==> src/rtl/core/svf_pkg.sv <==
// shared types, constants and arithmetic helpers of the state-variable filter
package svf_pkg;

  // default parameter values
  localparam int unsigned CHANNELS_DEF     = 2;
  localparam int unsigned SAMPLE_WIDTH_DEF = 24;

  // fixed field and datapath widths
  localparam int unsigned CHANNEL_WIDTH = 1;
  localparam int unsigned FREQ_WIDTH    = 17;
  localparam int unsigned DAMP_WIDTH    = 20;
  localparam int unsigned MODE_WIDTH    = 2;
  localparam int unsigned STATE_WIDTH   = 32;
  localparam int unsigned COEF_WIDTH    = DAMP_WIDTH + 1;             // signed view of coefs
  localparam int unsigned PROD_WIDTH    = COEF_WIDTH + STATE_WIDTH;   // 53
  localparam int unsigned FRAC_BITS     = 16;
  localparam int unsigned RND_WIDTH     = PROD_WIDTH - FRAC_BITS;     // 37
  localparam int unsigned SUM_WIDTH     = RND_WIDTH + 1;              // 38
  localparam int unsigned CFG_IDX_WIDTH = 2;
  localparam int unsigned CFG_DAT_WIDTH = DAMP_WIDTH;

  // register indexes
  localparam logic [CFG_IDX_WIDTH-1:0] REG_MODE = 2'd0;
  localparam logic [CFG_IDX_WIDTH-1:0] REG_FREQ = 2'd1;
  localparam logic [CFG_IDX_WIDTH-1:0] REG_DAMP = 2'd2;

  // filter modes
  localparam logic [MODE_WIDTH-1:0] MODE_OFF  = 2'd0;
  localparam logic [MODE_WIDTH-1:0] MODE_LOW  = 2'd1;
  localparam logic [MODE_WIDTH-1:0] MODE_HIGH = 2'd2;
  localparam logic [MODE_WIDTH-1:0] MODE_BAND = 2'd3;

  // register reset values
  localparam logic [FREQ_WIDTH-1:0] FREQ_RESET = 17'd89719;
  localparam logic [DAMP_WIDTH-1:0] DAMP_RESET = 20'd92682;

  typedef enum logic [2:0] {
    ST_IDLE,
    ST_MUL_FB,
    ST_MUL_DB,
    ST_HIGH,
    ST_MUL_FH,
    ST_BAND
  } state_e;

  // round half up and drop the Q.16 fraction
  function automatic logic signed [RND_WIDTH-1:0] rnd16(input logic signed [PROD_WIDTH-1:0] p);
    logic signed [PROD_WIDTH-1:0] r;
    r = p + PROD_WIDTH'(32768);
    return RND_WIDTH'(r >>> FRAC_BITS);
  endfunction

  // clamp to the 32-bit state range
  function automatic logic signed [STATE_WIDTH-1:0] sat32(input logic signed [SUM_WIDTH-1:0] v);
    logic signed [SUM_WIDTH-1:0] hi;
    logic signed [SUM_WIDTH-1:0] lo;
    hi = SUM_WIDTH'(signed'(32'sh7fff_ffff));
    lo = SUM_WIDTH'(signed'(32'sh8000_0000));
    if (v > hi) begin
      return STATE_WIDTH'(hi);
    end else if (v < lo) begin
      return STATE_WIDTH'(lo);
    end
    return STATE_WIDTH'(v);
  endfunction

endpackage

==> src/rtl/core/state_variable_filter_top.sv <==
// chamberlin state-variable filter with one shared multiplier and per-channel state
// result path: filtered requests step through MUL_FB, MUL_DB, HIGH, MUL_FH and BAND, bypassed
//   ones go straight to the output register; no new request is taken until the three multiplies
//   on a single 21x32 multiplier under the sequencer end; bypass requests every cycle if output drains
// reset: asynchronous active low, clears integrators and restores register defaults
// the next request is taken while a finished result still waits, if the output drains in time
module state_variable_filter_top #(
  parameter int unsigned CHANNELS     = svf_pkg::CHANNELS_DEF,
  parameter int unsigned SAMPLE_WIDTH = svf_pkg::SAMPLE_WIDTH_DEF
) (
  input  logic                                    clk_i,
  input  logic                                    rst_ni,
  // configuration writes
  input  logic                                    cfg_valid_i,
  output logic                                    cfg_ready_o,
  input  logic [svf_pkg::CFG_IDX_WIDTH-1:0]       cfg_index_i,
  input  logic [svf_pkg::CFG_DAT_WIDTH-1:0]       cfg_data_i,
  // sample requests
  input  logic                                    in_valid_i,
  output logic                                    in_ready_o,
  input  logic [svf_pkg::CHANNEL_WIDTH-1:0]       channel_i,
  input  logic signed [SAMPLE_WIDTH-1:0]          sample_in_i,
  // filtered results
  output logic                                    out_valid_o,
  input  logic                                    out_ready_i,
  output logic signed [SAMPLE_WIDTH-1:0]          sample_out_o
);

  localparam int unsigned SW       = svf_pkg::STATE_WIDTH;
  localparam int unsigned ChIdxW   = (CHANNELS > 1) ? $clog2(CHANNELS) : 1;
  // output clamp limits in the 32-bit state domain
  localparam logic signed [SW-1:0] OutMax = 32'sh7fff_ffff >>> (SW - SAMPLE_WIDTH);
  localparam logic signed [SW-1:0] OutMin = ~OutMax;

  // configuration registers
  logic [svf_pkg::MODE_WIDTH-1:0] mode_q;
  logic [svf_pkg::FREQ_WIDTH-1:0] freq_q;
  logic [svf_pkg::DAMP_WIDTH-1:0] damp_q;

  // per-channel integrators
  logic signed [SW-1:0] low_mem_q  [CHANNELS];
  logic signed [SW-1:0] band_mem_q [CHANNELS];

  // sequencer and working registers
  svf_pkg::state_e state_q, state_d;
  logic [ChIdxW-1:0]                      ch_q;
  logic [svf_pkg::MODE_WIDTH-1:0]         wmode_q;
  logic signed [SW-1:0]                   x_q;
  logic signed [SW-1:0]                   low_q, low_d;
  logic signed [SW-1:0]                   band_q;
  logic signed [SW-1:0]                   high_q, high_d;
  logic signed [svf_pkg::PROD_WIDTH-1:0]  prod_q;
  logic                                   out_valid_q;
  logic signed [SAMPLE_WIDTH-1:0]         out_q;

  // request decode
  logic                                   in_fire;
  logic                                   bypass;
  logic [ChIdxW-1:0]                      ch_idx;
  logic signed [SW-1:0]                   x_ext;

  // shared multiplier
  logic signed [svf_pkg::COEF_WIDTH-1:0]  mul_a;
  logic signed [SW-1:0]                   mul_b;
  logic signed [svf_pkg::PROD_WIDTH-1:0]  prod_d;
  logic signed [svf_pkg::RND_WIDTH-1:0]   prod_rnd;

  // finishing step
  logic signed [SW-1:0]                   band_new;
  logic signed [SW-1:0]                   res_pick;
  logic signed [SAMPLE_WIDTH-1:0]         res_sat;
  logic                                   done;

  assign cfg_ready_o  = 1'b1;
  assign in_ready_o   = (state_q == svf_pkg::ST_IDLE) && (!out_valid_q || out_ready_i);
  assign in_fire      = in_valid_i && in_ready_o;
  assign out_valid_o  = out_valid_q;
  assign sample_out_o = out_q;

  assign ch_idx = ChIdxW'(channel_i);
  assign x_ext  = SW'(sample_in_i);
  // off mode or an out-of-range channel passes the sample straight through
  assign bypass = (mode_q == svf_pkg::MODE_OFF) || (32'(channel_i) >= CHANNELS);

  // configuration register file
  always_ff @(posedge clk_i or negedge rst_ni) begin
    if (!rst_ni) begin
      mode_q <= svf_pkg::MODE_OFF;
      freq_q <= svf_pkg::FREQ_RESET;
      damp_q <= svf_pkg::DAMP_RESET;
    end else if (cfg_valid_i && cfg_ready_o) begin
      case (cfg_index_i)
        svf_pkg::REG_MODE: mode_q <= cfg_data_i[svf_pkg::MODE_WIDTH-1:0];
        svf_pkg::REG_FREQ: freq_q <= cfg_data_i[svf_pkg::FREQ_WIDTH-1:0];
        svf_pkg::REG_DAMP: damp_q <= cfg_data_i;
        default: ;  // unknown index is dropped
      endcase
    end
  end

  // operand selection for the shared multiplier: F*band, D*band, then F*high
  always_comb begin
    case (state_q)
      svf_pkg::ST_MUL_DB: begin
        mul_a = svf_pkg::COEF_WIDTH'(damp_q);
        mul_b = band_q;
      end
      svf_pkg::ST_MUL_FH: begin
        mul_a = svf_pkg::COEF_WIDTH'(freq_q);
        mul_b = high_q;
      end
      default: begin
        mul_a = svf_pkg::COEF_WIDTH'(freq_q);
        mul_b = band_q;
      end
    endcase
  end

  assign prod_d   = svf_pkg::PROD_WIDTH'(mul_a) * svf_pkg::PROD_WIDTH'(mul_b);
  assign prod_rnd = svf_pkg::rnd16(prod_q);

  // low := low + rnd(F*band), formed while D*band is being multiplied
  assign low_d = svf_pkg::sat32(svf_pkg::SUM_WIDTH'(low_q) + svf_pkg::SUM_WIDTH'(prod_rnd));
  // high := x - low - rnd(D*band)
  assign high_d = svf_pkg::sat32(svf_pkg::SUM_WIDTH'(x_q) - svf_pkg::SUM_WIDTH'(low_q)
                                 - svf_pkg::SUM_WIDTH'(prod_rnd));
  // band := band + rnd(F*high)
  assign band_new = svf_pkg::sat32(svf_pkg::SUM_WIDTH'(band_q) + svf_pkg::SUM_WIDTH'(prod_rnd));

  always_comb begin
    case (wmode_q)
      svf_pkg::MODE_LOW:  res_pick = low_q;
      svf_pkg::MODE_HIGH: res_pick = high_q;
      default:            res_pick = band_new;
    endcase
    if (res_pick > OutMax) begin
      res_sat = SAMPLE_WIDTH'(OutMax);
    end else if (res_pick < OutMin) begin
      res_sat = SAMPLE_WIDTH'(OutMin);
    end else begin
      res_sat = SAMPLE_WIDTH'(res_pick);
    end
  end

  // sequencer next state
  always_comb begin
    state_d = state_q;
    done    = 1'b0;
    case (state_q)
      svf_pkg::ST_IDLE: begin
        if (in_fire && !bypass) begin
          state_d = svf_pkg::ST_MUL_FB;
        end
      end
      svf_pkg::ST_MUL_FB: state_d = svf_pkg::ST_MUL_DB;
      svf_pkg::ST_MUL_DB: state_d = svf_pkg::ST_HIGH;
      svf_pkg::ST_HIGH:   state_d = svf_pkg::ST_MUL_FH;
      svf_pkg::ST_MUL_FH: state_d = svf_pkg::ST_BAND;
      svf_pkg::ST_BAND: begin
        done    = 1'b1;
        state_d = svf_pkg::ST_IDLE;
      end
      default: state_d = svf_pkg::ST_IDLE;
    endcase
  end

  always_ff @(posedge clk_i or negedge rst_ni) begin
    if (!rst_ni) begin
      state_q <= svf_pkg::ST_IDLE;
    end else begin
      state_q <= state_d;
    end
  end

  // working registers, no reset needed
  always_ff @(posedge clk_i) begin
    if (in_fire && !bypass) begin
      ch_q    <= ch_idx;
      wmode_q <= mode_q;
      x_q     <= x_ext;
      low_q   <= low_mem_q[ch_idx];
      band_q  <= band_mem_q[ch_idx];
    end
    if ((state_q == svf_pkg::ST_MUL_FB) || (state_q == svf_pkg::ST_MUL_DB)
        || (state_q == svf_pkg::ST_MUL_FH)) begin
      prod_q <= prod_d;
    end
    if (state_q == svf_pkg::ST_MUL_DB) begin
      low_q <= low_d;
    end
    if (state_q == svf_pkg::ST_HIGH) begin
      high_q <= high_d;
    end
  end

  // integrator state, written back at the end of a filtered request
  always_ff @(posedge clk_i or negedge rst_ni) begin
    if (!rst_ni) begin
      for (int i = 0; i < CHANNELS; i++) begin
        low_mem_q[i]  <= '0;
        band_mem_q[i] <= '0;
      end
    end else if (done) begin
      low_mem_q[ch_q]  <= low_q;
      band_mem_q[ch_q] <= band_new;
    end
  end

  // output register
  always_ff @(posedge clk_i or negedge rst_ni) begin
    if (!rst_ni) begin
      out_valid_q <= 1'b0;
    end else if ((in_fire && bypass) || done) begin
      out_valid_q <= 1'b1;
    end else if (out_ready_i) begin
      out_valid_q <= 1'b0;
    end
  end

  always_ff @(posedge clk_i) begin
    if (in_fire && bypass) begin
      out_q <= sample_in_i;
    end else if (done) begin
      out_q <= res_sat;
    end
  end

endmodule

==> config.mk <==
export PLATFORM = sky130hd
export DESIGN_NAME = state_variable_filter_top
export DESIGN_NICKNAME = d
export VERILOG_FILES = /design/src/rtl/core/svf_pkg.sv /design/src/rtl/core/state_variable_filter_top.sv
export SDC_FILE = /design/constraint.sdc
export NUM_CORES = 2
export LEC_CHECK = 0
export BUFFER_PORTS_ARGS = -buffer_cell sky130_fd_sc_hd__buf_2
export CAP_MARGIN = 20
export CORE_MARGIN = 10
export CORE_UTILIZATION = 50
export CTS_CLUSTER_DIAMETER = 120
export DETAILED_ROUTE_END_ITERATION = 10
export PLACE_DENSITY_LB_ADDON = 0.15
export SETUP_SLACK_MARGIN = 0.5
export SKIP_CTS_REPAIR_TIMING = 1
export SYNTH_ARGS = -nofsm -noshare
export SYNTH_HDL_FRONTEND = slang
export SYNTH_SLANG_ARGS = --single-unit
==> constraint.sdc <==
create_clock -name clk_i -period 11.3 [get_ports clk_i]
set_clock_uncertainty 0.1 [all_clocks]
set_input_delay 2.26 -clock clk_i [delete_from_list [all_inputs] [get_ports clk_i]]
set_output_delay 2.26 -clock clk_i [all_outputs]
set_load 0.05 [all_outputs]
## Word level (Yosys, flattened, before mapping)

Cells that the tools add are included.

- Eq/ne operators: 10
- Magnitude comparators: 11
- Muxes and demuxes: 39
- Bitwise operators: 2
- Reductions and logical operators: 20
- Add/sub/neg operators: 5
- Multipliers: 1

Operators with widths:

| kind | count |
|---|---|
| $mux W32 | 19 |
| $bwmux W64 | 2 |
| $gt A38 B32 Y1 const B | 3 |
| $lt A38 B32 Y1 const B | 3 |
| $mux W24 | 4 |
| $add A32 B37 Y38 | 2 |
| $pmux W32 S2 | 1 |
| $add A53 B17 Y53 const B | 1 |
| $mul A21 B32 Y53 | 1 |
| $sub A33 B37 Y38 | 1 |
| $sub A24 B32 Y33 | 1 |
| $demux W32 S1 | 1 |
| $gt A32 B24 Y1 const B | 1 |
| $lt A32 B24 Y1 const B | 1 |
| $mux W20 | 1 |
| $pmux W3 S5 | 1 |
| $mux W1 | 9 |
| $eq A3 B2 Y1 const B | 2 |
| $eq A3 B3 Y1 const B | 2 |
| $reduce_and A2 Y1 | 3 |
| $reduce_bool A2 Y1 | 3 |
| $logic_and A1 B1 Y1 | 5 |
| $eq A2 B1 Y1 const B | 2 |
| $eq A2 B2 Y1 const B | 2 |
| 10 further kinds | 17 |

- Output and inout bits: 27
- Bits of input ports: 52
- Flip-flop bits (word level): 371

## Longest topological paths before layout

- Depth after elaboration: 12
- Depth in mapped cells: 34

## Least setup slack after synthesis

No wires, ideal clock.

- Path kind: register to register
- From: register state_q[0]
- To: register prod_q[52] (netlist name), data pin
- Data arrival time: 8.630 ns
- Stages on the path, launching flop included: 31
- Slack: 2.310 ns
- Path buffers: 4
- Data required time: 10.940 ns
- Library setup time: 0.260 ns
- Clock period less this slack: 8.990 ns
- Cell sequence: dfrtp_1 buf_2 nor3b_2 clkbuf_1 buf_1 clkbuf_1 mux2i_1 nor2_1 fa_1 fa_1 fa_1 fa_1 inv_1 fa_1 fa_1 inv_1 fa_1 ha_1 a21o_1 a21o_1 a2111oi_0 a21bo_2 a2111oi_4 o31ai_4 a211oi_4 nor3_2 a211o_1 and2_1 o21a_1 nor2_2 xnor2_1

- Word-level cells in the longest chain between the ends: 3
- Elaborated cells between the ends (all ways): 5

Ends and longest elaborated chain:

| item | line | source |
|---|---|---|
| from (decl) | state_variable_filter_top.sv:45 | `svf_pkg::state_e state_q, state_d;` |
| from (signal assigned) | state_variable_filter_top.sv:169 | `state_q <= svf_pkg::ST_IDLE;` |
| from (signal assigned) | state_variable_filter_top.sv:171 | `state_q <= state_d;` |
| $eq A3 B2 Y1 or $eq A3 B3 Y1 (tied branches) | state_variable_filter_top.sv:103 | `case (state_q)` |
| $mux W20 or $mux W32 (tied branches) | state_variable_filter_top.sv:103 |  |
| $mul A21 B32 Y53 (*) | state_variable_filter_top.sv:119 | `assign prod_d = svf_pkg::PROD_WIDTH'(mul_a) * svf_pkg::PROD_WIDTH'(mul_b);` |
| net prod_d, one bit | state_variable_filter_top.sv:65 | `logic signed [svf_pkg::PROD_WIDTH-1:0] prod_d;` |
| to (signal assigned) | state_variable_filter_top.sv:186 | `prod_q <= prod_d;` |
| to (decl) | state_variable_filter_top.sv:52 | `logic signed [svf_pkg::PROD_WIDTH-1:0] prod_q;` |

The timed path passes the listed nets; every way through them passes the cells marked *.
A chain may end at the register's enable or synchronous reset.

## Worst setup path in the final report

- From: register state_q[2]
- To: register prod_q[52] (netlist name), data pin

Same word-level chain as after synthesis.

==> summary.md <==
| Metric | Value |
|---|---|
| Status | `finished clean` |
| Setup ws final | `1370 ps` |
| Sequential cell area fraction in the yosys report | `~22%` |
| DRC | `0` |
| Max-cap violations | `0` |
| GRT Total Usage | `25.0%` |
| Slew margin rel. | `25.0%` |
| Final Wtd Congestion | `0.937` |
| Critical Path Fanout Max | `17` |
| Setup slack, reg-to-reg | `1370 ps` |
| Ranking of synthesized cells by area | `fa_1 (30%), edfxtp_1 (12%), dfrtp_1 (8.5%), ha_1 (8.1%), inv_1 (7.1%)` |
| WP data required | `11540 ps` |
| Gr ovfl total | `0` |
| Worst slew pin tran | `1090 ps` |
| First-pass GRT wire length | `199 mm` |
| Detailed placement HPWL | `approximately 100 mm` |
| Post-DRT Antenna Nets | `0` |
| Setup crit end kind | `flop` |
| TritonCTS clock tree | `built` |
| Crit Path Class | `flop to flop` |
| Clock Latency Late Sink | `630 ps` |
| Top Layer Used | `met4` |
| Arrival @ worst endpoint | `10170 ps` |
| Ant. Diodes | `0` |
| Number of global-route vias before repair | `around 33000` |
| Async S/R FF share, synth | `48.0%` |
| Row count | `109` |
| Reg2reg path depth | `27` |
| Met3 WL post-DR | `7.76 mm` |
| Share of cells above drive strength 1 | `9.04%` |
| Final hold vios | `0` |
| RSZ-0062 raised after global routing | `no` |
| Slowest cell delay on critical path | `slightly above 800 ps` |
| EDFF count, synth | `185` |
| Total wire length | `126 mm` |
| Hold depth | `2` |
| Setup Total Neg Slack | `0 ps` |
| Max-slew violations | `0` |
| Synthesized flop and latch total | `~360` |
| Port Buf Inserts | `77` |
| Net Count, Synth | `5762` |
| Metal-1 WL | `55.3 mm` |
| Drt first-iter violations | `2604` |
| Hold WS | `approximately 370 ps` |
| Place WS | `1600 ps` |
| Initial Util | `50.5%` |
| Pre-antenna DRT Iters | `6` |
| Sink Count | `between 300 and 400` |
| Worst Setup Start Kind | `flop` |
| Die height | `319 um` |
| Area leader, netlist | `fa_1` |
| Largest net degree at the start of global routing | `95` |
| Clock Path Buffers | `3` |
| CTS Buf Count | `43` |
| Total Die Area | `102000 um^2` |
| Slowest-stage cell, CP | `nor3b_4` |
| Fmax | `101 MHz` |
| Antenna violations before repair | `0` |
| # IOs | `79` |
| Type of the tightest min-delay check | `flop to flop` |
| Synth Warn # | `0` |
| Most frequent CP cell | `fa_1` |
| Wire per inst | `approximately 21 um` |
| H-tree depth | `2` |
| Vias/cell | `5.51` |
| Filler Cell Count | `about 8200` |
| Main flop type after synthesis | `edfxtp_1` |
| Minimum clock period | `9930 ps` |
| Yosys cell types | `102` |
| Yosys top cell area share | `~30%` |
| Via Count | `approximately 33000` |
| Final Cycle Share | `approximately 88%` |
| # nets final | `5758` |
| Synthesized area | `44800 um^2` |
| Area Overhead vs Synth | `7.30%` |
| Final setup fails | `0` |
| Core Area | `88600 um^2` |
| Die W | `319 um` |
| Clock transition at path regs | `60 ps` |
| Root buffer cell | `clkbuf_16` |
| Syn Inst Count | `4748` |
| Avg Synthesized Cell Area | `9.43 um^2` |
| Metal2 WL | `58.9 mm` |
stage by stage:
step	cells	util [%]	cell area [um^2]
2_1_floorplan	4748	-	44800
3_3_place_gp	5859	52.4	46400
3_5_place_dp	5862	52.4	46500
4_1_cts	5942	54.2	48000
5_1_grt	5944	54.2	48100
6_report	5944	54.2	48100
kinds of logic (layout without fill, tap and decap cells):
| kind of cell | count (synthesis) | count (layout) | share of synthesized area [%] |
|---|---|---|---|
| AO/OA/AOI/OAI | 743 | 743 | 11.0 |
| adder cells (fa/ha/maj) | 962 | 962 | 38.1 |
| flip-flops | 356 | 356 | 22.0 |
| buffers and inverters | 1043 | 1074 | 8.90 |
| multiplexers | 165 | 165 | 4.03 |
| other | 1 | 1 | 0.00837 |
| AND/OR/NAND/NOR | 1310 | 1310 | 12.6 |
| XOR/XNOR | 168 | 168 | 3.28 |
worst paths after layout:
path                          startpoint             to
min in group asynchronous         rst_ni  low_mem_q[27]
min                        low_mem_q[42]  low_mem_q[42]
max in group asynchronous         rst_ni  band_mem_q[0]
max reg2reg                   state_q[2]     prod_q[52]
max                           state_q[2]     prod_q[52]
min reg2reg                low_mem_q[42]  low_mem_q[42]
cell type report:
cell class | instances | area (um^2) | area share (%)
Multi-Input combinational cell | 3349 | 31100 | 64.6
Sequential cell | 356 | 9860 | 20.5
Inverter | 851 | 3190 | 6.65
Tap cell | 1165 | 1460 | 3.03
Clock buffer | 55 | 1190 | 2.48
Timing Repair Buffer | 143 | 960 | 2.00
Clock inverter | 25 | 340 | 0.708
critical path: cells and delay by family, from the launching register on:
family                     cells  cell delay (ps)
buffers and inverters          3              470
and+or+nand+nor                6             1570
adders and majority gates      8             3730
muxes                          1              750
DFF                            1              520
xor gates and xnor gates       1               60
AOI/OAI and AO/OA              8             2460
per-layer routing:
layer	track usage, %	up-vias
met3	3.33	163
met1	34.8	16400
met5	0	-
li1	-	15141
met4	6.89	0
met2	40.8	1057
synthesized netlist by cell type (31+ instances only):
cell	count
a211oi_1	44
a21o_1	69
a21oi_1	178
a221oi_1	33
clkbuf_1	159
dfrtp_1	152
edfxtp_1	185
fa_1	673
ha_1	289
inv_1	851
mux2_2	119
mux2i_1	45
nand2_1	638
nand3_1	53
nor2_1	383
nor2b_1	54
nor3_1	35
o21a_1	31
o21ai_0	184
o21ai_1	44
xnor2_1	107
xor2_1	61
cell usage in the layout (no fill, tap or decap), drive strengths merged, types with 26 or more instances in the layout:
cell / instances
clkbuf: 56
a21oi: 182
a211oi: 48
fa: 673
o211ai: 35
mux2i: 46
xor2: 61
inv: 854
o21ai: 230
dfrtp: 152
xnor2: 107
nor3: 37
ha: 289
o21a: 31
nand3: 54
nor2b: 54
a221oi: 34
buf: 142
nor2: 384
nand2: 639
mux2: 119
edfxtp: 185
and2: 26
a21o: 69
sequential cells by signal, summed over array words and instances (netlist names):
name / cells
band_mem_q: 64
band_q: 32
ch_q: 1
damp_q: 20
freq_q: 17
high_q: 32
low_mem_q: 64
low_q: 32
mode_q: 2
out_valid_o: 1
prod_q: 38
sample_out_o: 24
state_q: 3
wmode_q: 2
x_q: 24
Power is not shown: default switching activity piles up to over one toggle a cycle in this logic, so the estimate is an artifact.
